--- src/rtl/core/icpl_pkg.sv ---
// ----------------------------------------------------------------------------
// icpl_pkg
// Shared types and constants of the interrupt controller pending logic.
// ----------------------------------------------------------------------------
`default_nettype none

package icpl_pkg;

  // Request types
  typedef enum logic [1:0] {
    REQ_TICK  = 2'd0,
    REQ_READ  = 2'd1,
    REQ_WRITE = 2'd2,
    REQ_NONE  = 2'd3
  } req_type_t;

  // Register map
  typedef enum logic [2:0] {
    REG_IRQ_PEND = 3'd0,
    REG_MASK     = 3'd1,
    REG_LEVEL    = 3'd2,
    REG_CONTROL  = 3'd3,
    REG_FIQ_PEND = 3'd4,
    REG_PENDING  = 3'd5
  } reg_index_t;

  // Pending word bit positions
  localparam int unsigned GPIO_LOW_TOP = 10;
  localparam int unsigned GPIO_HI_BIT  = 11;
  localparam int unsigned LCD_BIT      = 12;
  localparam int unsigned UART_LSB     = 15;
  localparam int unsigned UART_MSB     = 17;
  localparam int unsigned TIMER_LSB    = 26;
  localparam int unsigned TIMER_MSB    = 29;
  localparam int unsigned RTC_HZ_BIT   = 30;
  localparam int unsigned RTC_ALM_BIT  = 31;

  // Control register: idle mask mode bit
  localparam int unsigned CTRL_DIM_BIT = 0;

  // One request as held in the input register
  typedef struct packed {
    logic [1:0]  req_type;
    logic [2:0]  reg_index;
    logic [31:0] write_data;
    logic [27:0] gpio_edges;
    logic [3:0]  timer_status;
    logic [1:0]  rtc_events;
    logic [2:0]  lcd_flags;
    logic [1:0]  lcd_masks;
    logic [2:0]  uart_irq;
    logic        core_idle;
  } item_t;

  // One result
  typedef struct packed {
    logic [31:0] read_data;
    logic        irq_out;
    logic        fiq_out;
    logic        wake_core;
    logic        access_error;
  } result_t;

endpackage

`default_nettype wire

--- src/rtl/core/icpl_gather.sv ---
// ----------------------------------------------------------------------------
// icpl_gather
// Folds the source status of a tick request into the pending word.
// ----------------------------------------------------------------------------
`default_nettype none

module icpl_gather
  import icpl_pkg::*;
(
  input  wire item_t       item,
  input  wire logic [31:0] pend_cur,
  output logic      [31:0] pend_new
);

  logic lcd_on;

  // LCD: other flags always, BAU/LDD only when unmasked
  assign lcd_on = item.lcd_flags[2]
                | (item.lcd_flags[0] & ~item.lcd_masks[0])
                | (item.lcd_flags[1] & ~item.lcd_masks[1]);

  // Assemble the new pending word
  always_comb begin
    pend_new = pend_cur;
    // GPIO bits move only when some edge is reported
    if (|item.gpio_edges) begin
      pend_new[GPIO_LOW_TOP:0] = item.gpio_edges[GPIO_LOW_TOP:0];
      pend_new[GPIO_HI_BIT]    = |item.gpio_edges[27:GPIO_HI_BIT];
    end
    pend_new[LCD_BIT]             = lcd_on;
    pend_new[UART_MSB:UART_LSB]   = item.uart_irq;
    pend_new[TIMER_MSB:TIMER_LSB] = item.timer_status;
    pend_new[RTC_HZ_BIT]          = item.rtc_events[1];
    pend_new[RTC_ALM_BIT]         = item.rtc_events[0];
  end

endmodule

`default_nettype wire

--- src/rtl/core/icpl_state.sv ---
// ----------------------------------------------------------------------------
// icpl_state
// Controller registers: pending, IRQ/FIQ split, mask, level and control.
// Decodes reads and writes and forms the result of the current request.
// ----------------------------------------------------------------------------
`default_nettype none

module icpl_state
  import icpl_pkg::*;
(
  input  wire              clk,
  input  wire              rst_n,
  input  wire              exec,
  input  wire item_t       item,
  input  wire logic [31:0] pend_new,
  output logic      [31:0] pend_cur,
  output result_t          res
);

  logic [31:0] pend_r,  pend_nxt;
  logic [31:0] irq_r,   irq_nxt;
  logic [31:0] fiq_r,   fiq_nxt;
  logic [31:0] mask_r,  mask_nxt;
  logic [31:0] level_r, level_nxt;
  logic        dim_r,   dim_nxt;
  logic [31:0] enabled;

  assign pend_cur = pend_r;
  assign enabled  = pend_new & mask_r;

  // Request decode
  always_comb begin
    pend_nxt  = pend_r;
    irq_nxt   = irq_r;
    fiq_nxt   = fiq_r;
    mask_nxt  = mask_r;
    level_nxt = level_r;
    dim_nxt   = dim_r;
    res       = '0;
    unique case (req_type_t'(item.req_type))
      REQ_TICK: begin
        pend_nxt      = pend_new;
        irq_nxt       = enabled & ~level_r;
        fiq_nxt       = enabled & level_r;
        res.wake_core = item.core_idle & (|pend_new) & (~dim_r | (|enabled));
      end
      REQ_READ: begin
        unique case (reg_index_t'(item.reg_index))
          REG_IRQ_PEND: res.read_data = irq_r;
          REG_MASK:     res.read_data = mask_r;
          REG_LEVEL:    res.read_data = level_r;
          REG_CONTROL:  res.read_data = {31'b0, dim_r};
          REG_FIQ_PEND: res.read_data = fiq_r;
          REG_PENDING:  res.read_data = pend_r;
          default:      res.read_data = '0;
        endcase
      end
      REQ_WRITE: begin
        unique case (reg_index_t'(item.reg_index))
          REG_MASK:    mask_nxt  = item.write_data;
          REG_LEVEL:   level_nxt = item.write_data;
          REG_CONTROL: dim_nxt   = item.write_data[CTRL_DIM_BIT];
          default:     res.access_error = 1'b1;
        endcase
      end
      default: ;
    endcase
    res.irq_out = |irq_nxt;
    res.fiq_out = |fiq_nxt;
  end

  // State registers, updated once per executed request
  always_ff @(posedge clk) begin
    if (!rst_n) begin
      pend_r  <= '0;
      irq_r   <= '0;
      fiq_r   <= '0;
      mask_r  <= '0;
      level_r <= '0;
      dim_r   <= 1'b0;
    end else if (exec) begin
      pend_r  <= pend_nxt;
      irq_r   <= irq_nxt;
      fiq_r   <= fiq_nxt;
      mask_r  <= mask_nxt;
      level_r <= level_nxt;
      dim_r   <= dim_nxt;
    end
  end

  // IRQ and FIQ sets never overlap
  a_irq_fiq_disjoint: assert property (@(posedge clk) disable iff (!rst_n)
    (irq_r & fiq_r) == 32'b0)
    else $error("irq and fiq pending overlap");

  // Routed bits always come from the pending word
  a_routed_in_pending: assert property (@(posedge clk) disable iff (!rst_n)
    ((irq_r | fiq_r) & ~pend_r) == 32'b0)
    else $error("routed interrupt not in pending word");

  // A mask or level write leaves the routed sets alone until the next tick
  a_write_keeps_route: assert property (@(posedge clk) disable iff (!rst_n)
    exec && item.req_type == REQ_WRITE |=> $stable(irq_r) && $stable(fiq_r))
    else $error("write changed routed sets");

endmodule

`default_nettype wire

--- src/rtl/core/interrupt_controller_pending_logic.sv ---
// ----------------------------------------------------------------------------
// interrupt_controller_pending_logic
// Interrupt controller pending logic with IRQ/FIQ steering and idle wake.
// ----------------------------------------------------------------------------
// Every request (tick, register read or register write) is held in an input
// register, where the pending word, mask, level split and register decode
// are all worked out, and then sits in the result register until the
// consumer takes it. One request is accepted per cycle while results are
// taken. The input register moves forward whenever the result register
// is empty or being emptied; while a result is held, one more request can
// still enter the input register, and the input stalls once both registers
// are full. Register state changes when a request leaves the input register;
// a mask or level write shows on the IRQ/FIQ sets only at the next tick.
// ----------------------------------------------------------------------------
`default_nettype none

module interrupt_controller_pending_logic
  import icpl_pkg::*;
(
  input  wire         clk,
  input  wire         rst_n,
  // request channel
  input  wire         in_valid,
  output logic        in_stall,
  input  wire  [1:0]  in_req_type,
  input  wire  [2:0]  in_reg_index,
  input  wire  [31:0] in_write_data,
  input  wire  [27:0] in_gpio_edges,
  input  wire  [3:0]  in_timer_status,
  input  wire  [1:0]  in_rtc_events,
  input  wire  [2:0]  in_lcd_flags,
  input  wire  [1:0]  in_lcd_masks,
  input  wire  [2:0]  in_uart_irq,
  input  wire         in_core_idle,
  // result channel
  output logic        out_valid,
  input  wire         out_stall,
  output logic [31:0] out_read_data,
  output logic        out_irq_out,
  output logic        out_fiq_out,
  output logic        out_wake_core,
  output logic        out_access_error
);

  logic        s0_vld_r;
  item_t       s0_item_r;
  logic        o_vld_r;
  result_t     o_res_r;
  logic        adv;
  logic        take;
  logic [31:0] pend_cur;
  logic [31:0] pend_new;
  result_t     res;

  // Handshake: input stage advances when the result slot is free
  assign adv      = s0_vld_r & (~o_vld_r | ~out_stall);
  assign in_stall = s0_vld_r & ~adv;
  assign take     = in_valid & ~in_stall;

  // Input register
  always_ff @(posedge clk) begin
    if (!rst_n) begin
      s0_vld_r <= 1'b0;
    end else if (take || adv) begin
      s0_vld_r <= take;
    end
  end

  always_ff @(posedge clk) begin
    if (take) begin
      s0_item_r <= '{req_type:     in_req_type,
                     reg_index:    in_reg_index,
                     write_data:   in_write_data,
                     gpio_edges:   in_gpio_edges,
                     timer_status: in_timer_status,
                     rtc_events:   in_rtc_events,
                     lcd_flags:    in_lcd_flags,
                     lcd_masks:    in_lcd_masks,
                     uart_irq:     in_uart_irq,
                     core_idle:    in_core_idle};
    end
  end

  // Source gathering
  icpl_gather u_gather (
    .item     (s0_item_r),
    .pend_cur (pend_cur),
    .pend_new (pend_new)
  );

  // Register file and decode
  icpl_state u_state (
    .clk      (clk),
    .rst_n    (rst_n),
    .exec     (adv),
    .item     (s0_item_r),
    .pend_new (pend_new),
    .pend_cur (pend_cur),
    .res      (res)
  );

  // Result register
  always_ff @(posedge clk) begin
    if (!rst_n) begin
      o_vld_r <= 1'b0;
    end else if (adv || !out_stall) begin
      o_vld_r <= adv;
    end
  end

  always_ff @(posedge clk) begin
    if (adv) begin
      o_res_r <= res;
    end
  end

  assign out_valid        = o_vld_r;
  assign out_read_data    = o_res_r.read_data;
  assign out_irq_out      = o_res_r.irq_out;
  assign out_fiq_out      = o_res_r.fiq_out;
  assign out_wake_core    = o_res_r.wake_core;
  assign out_access_error = o_res_r.access_error;

  // A held result must block the input stage
  a_no_overwrite: assert property (@(posedge clk) disable iff (!rst_n)
    o_vld_r && out_stall |-> !adv)
    else $error("result register overwritten while held");

  // Wake and error come from different request types
  a_wake_err_excl: assert property (@(posedge clk) disable iff (!rst_n)
    o_vld_r |-> !(out_wake_core && out_access_error))
    else $error("wake and access error together");

  // A wake comes from a tick, which returns no read data
  a_wake_no_data: assert property (@(posedge clk) disable iff (!rst_n)
    o_vld_r && out_wake_core |-> out_read_data == 32'b0)
    else $error("read data on a wake result");

endmodule

`default_nettype wire
--- config.mk ---
export PLATFORM = sky130hd
export DESIGN_NAME = interrupt_controller_pending_logic
export DESIGN_NICKNAME = d
export VERILOG_FILES = /design/src/rtl/core/icpl_pkg.sv /design/src/rtl/core/icpl_gather.sv /design/src/rtl/core/icpl_state.sv /design/src/rtl/core/interrupt_controller_pending_logic.sv
export SDC_FILE = /design/constraint.sdc
export NUM_CORES = 1
export LEC_CHECK = 0
export ABC_AREA = 1
export BUFFER_PORTS_ARGS = -buffer_cell sky130_fd_sc_hd__buf_2
export CORE_ASPECT_RATIO = 1.4
export CORE_MARGIN = 1.5
export CORE_UTILIZATION = 53
export DETAILED_ROUTE_END_ITERATION = 7
export GPL_TIMING_DRIVEN = 0
export PLACE_DENSITY = 0.87
export SYNTH_ARGS = -nofsm -noshare
export SYNTH_HDL_FRONTEND = slang
export SYNTH_SLANG_ARGS = --single-unit
--- constraint.sdc ---
create_clock -name clk -period 2.8 [get_ports clk]
set_clock_uncertainty 0.05 [all_clocks]
set_input_delay 0.7 -clock clk [delete_from_list [all_inputs] [get_ports clk]]
set_output_delay 0.7 -clock clk [all_outputs]
set_load 0.01 [all_outputs]
==> results by group <==
CTS
  • CTS root buf: clkbuf_16
  • # H-tree levels: 1
  • CTS buffer count: 26
  • Worst-Skew Late Latency: around 0.54 ns
  • Setup bufs post-CTS: 0
  • Clock transition at the registers of the reported paths: 0.06 ns
  • Clock Path Buffers: 3
  • Clock tree from TritonCTS: yes
  • Clock sinks: roughly 270

Power
  • P_sw: between 0.0015 and 0.002 W
  • Pwr dens: 649 nW/um^2
  • Power Internal: around 0.0066 W
  • Max IR drop VDD: 0.506 mV
  • Gate power share: ~6.0%
  • Clock network power share: a little over two fifths
  • Sequential power share: 50.4%
  • Total power: 0.00850 W
  • Switching power share of the total: approximately 23%
  • Lkg Pwr: ~5.2 nW

Global routing
  • Gr usage total: 33.1%
  • Aggregate global routing overflow: 0
  • Largest net degree at the start of global routing: 49
  • Initial antenna violation count: 0
  • First-pass GRT wire length: 54.6 mm
  • Vias in the first global route: just under 10000

Cells and area
  • Multi-input gate area: around 3700 sq um
  • Area grow syn2layout: 16.5%
  • Fill cell count: 1773
  • Final Util: a little under two thirds
  • Commonest non-fill, non-tap cell in the layout: nor2_1
  • Share of layout cells above drive strength 1: between 15 and 20%
  • Seq. cell area: 6550 sq um
  • Antenna cells: 0
  • Design area: 13100 sq um
  • Commonest cells after routing, fill and taps aside: nor2_1 (185), nand2_1 (155), dfxtp_1 (153), inv_1 (152), buf_2 (138)
  • Final net count: 1512

Synth
  • Post-synthesis simple-gate area fraction: 18.8%
  • Netlist cell types: 36
  • Syn Nets: 1362
  • Mux contribution to synthesized area: 0%
  • XOR/XNOR share of the synthesized area: 0%
  • Synth Area in Compound Gates: 14.4%
  • Largest family of logic cells by synthesized area: simple AND/OR/NAND/NOR gates
  • EDFF count, synth: 116
  • Cells after Synth: 1278
  • Synth Area in Adders: 0%
  • Synth warn: 0
  • Synthesis-stage register bit count: 269
  • Asr flop ratio synth: 0%
  • Main synth FF type: dfxtp_1
  • Sequential share of the synthesized area: 58.2%
  • Syn avg cell area: 8.79 sq um
  • Syn Std Cell Area: 11200 sq um

Floorplan
  • Site Rows: 62
  • Die Width: roughly 130 microns
  • Initial Util: a little over half
  • Die H: 175 microns
  • # IOs: 122
  • Die area: 22100 sq um
  • Core ar.: 20600 sq um

Outcome
  • Status: complete, but fails checks
  • Failing checks: DRC

Placed design
  • Placed Area: 12200 sq um
  • HPWL after DPL: 26.7 mm
  • Placer Congestion: 1.01
  • I/O Buffers: 121

Timing
  • RSZ-0062 raised after global routing: false
  • Final hold violations: 0
  • FMAX: 372 MHz
  • Worst-Margin Slew: 1.19 ns
  • Fin crit share: 96.1%
  • Final setup fails: 0
  • Worst hold slack: 0.283 ns
  • Pins Over Slew Limit: 0
  • Relative slew margins: 20.8%
  • Final Critical Period: 2.69 ns

Detailed routing
  • Routed WL: 36.6 mm
  • Detailed Routing Iterations Pass 1: 7
  • 1st-iter DRT viols: 1297
  • Via count: a little over 10000
  • Avg WL per Cell: between 20 and 25 microns
  • Post-DR vias/cell: 5.90
  • Drt drc: 4
  • Final ANT Viol Nets: 0

Critical path
  • R2r startpoint: s0_item_r[77]
  • Startpoint types: flip-flop
  • Setup crit end: out_read_data[12]
  • Worst Setup SP: s0_item_r[77]
  • RR Endpoint: out_read_data[12]
  • CP Max Fanout: 10
  • CP Class: flip-flop to flip-flop
  • Worst r2r path cells: 7
  • CP Data Arrival Time: between 2 and 3 ns
  • Worst reg-to-reg setup slack: 0.11 ns
  • CP required: 3.01 ns
  • CP endpoint kind: flip-flop

Job
  • Maximum Capacitance Violations: 0

Hold path
  • Hold/Removal Path Class: primary input to flip-flop
## logic make-up (layout without fill, tap and decap cells)
group           count (synthesis)  count (layout)
compound gates                290             290
buf+inv                       236             406
flops                         269             269
simple gates                  483             483
## routing by layer
metal	routed length (microns)	up-vias	global-route usage, %	share of wire, %
li1	-	4625	-	-
met1	12600	4688	36.1	34
met2	17800	566	57.0	49
met3	2770	181	5.27	7.6
met4	3420	0	26.3	9.4
met5	0	-	0	0
## critical path: stages (launching register included)
cell	delay, ns
edfxtp_1	0.32
buf_2	0.25
inv_1	0.18
nand2_1	0.13
clkbuf_1	0.54
o22ai_1	0.17
a211oi_1	0.69
nor2_1	0.08
## synthesized netlist by cell type (2+ instances only)
cell	instances	area, sq um
clkbuf_1	37	139
edfxtp_1	116	3480
nor2_2	4	25.0
o22ai_1	29	181
o21ai_1	3	15.0
inv_2	18	67.6
a221oi_1	14	123
nand4_1	39	244
a21oi_1	97	485
nor2_4	3	33.8
nand3b_1	2	15.0
buf_4	4	30.0
o21ai_0	114	571
nand3_1	66	330
inv_1	153	574
nand2_2	3	18.8
a31oi_1	5	31.3
a211oi_1	24	180
nor2_1	185	694
buf_2	17	85.1
nor3_1	19	95.1
nand2_1	155	582
nor4_1	2	12.5
buf_6	5	56.3
dfxtp_1	153	3060
## sequential cells by signal (all words and copies together) (netlist names), 22 cells and up
signal	cells
s0_item_r	80
out_read_data	32
u_state.fiq_r	32
u_state.irq_r	32
u_state.level_r	32
u_state.mask_r	32
u_state.pend_cur	22
## power groups by stage
stage,sequential [W],clock (W),combinational [W]
after floorplan,0.00436,0,0.000262
after global placement,0.00437,0,0.000484
after detailed placement,0.00437,0,0.000499
after CTS,0.00429,0.00372,0.000502
after global routing,0.00429,0.00387,0.000551
final,0.00429,0.00370,0.000513
## worst min-delay path by stage
stage	end	depth (start not counted)	start	slack [ns]
after global placement	u_state.fiq_r[23]	2	u_state.fiq_r[23]	0.38
final	s0_item_r[68]	1	in_write_data[25]	0.28
after floorplan	u_state.fiq_r[20]	2	u_state.fiq_r[20]	0.38
after global routing	s0_item_r[31]	1	in_gpio_edges[16]	0.26
after CTS	s0_item_r[31]	1	in_gpio_edges[16]	0.28
after detailed placement	u_state.fiq_r[19]	2	u_state.fiq_r[19]	0.39
## layout make-up
type | count | share of cell area [%]
inverter | 172 | 4.98
multi-input combinational | 773 | 28.5
clock inverter | 16 | 1.44
buffer | 64 | 2.41
clock buffer | 32 | 5.45
timing repair buffer | 122 | 4.78
tap | 256 | 2.45
sequential | 269 | 50.0
## through the flow
stage,setup TNS [ns],instances,setup WS [ns]
2_1_floorplan,0,1278,0.0326
3_3_place_gp,-38.66,1655,-0.497
3_5_place_dp,0,1656,0.0825
4_1_cts,0,1704,0.0747
5_1_grt,0,1704,0.0259
6_report,0,1704,0.110
## timing repair
item	in CTS	in global routing
gates resized for setup	0	3
setup endpoints to repair	0	3
hold buffers	0	0
No activity file was read; power rests on OpenSTA's default activity.
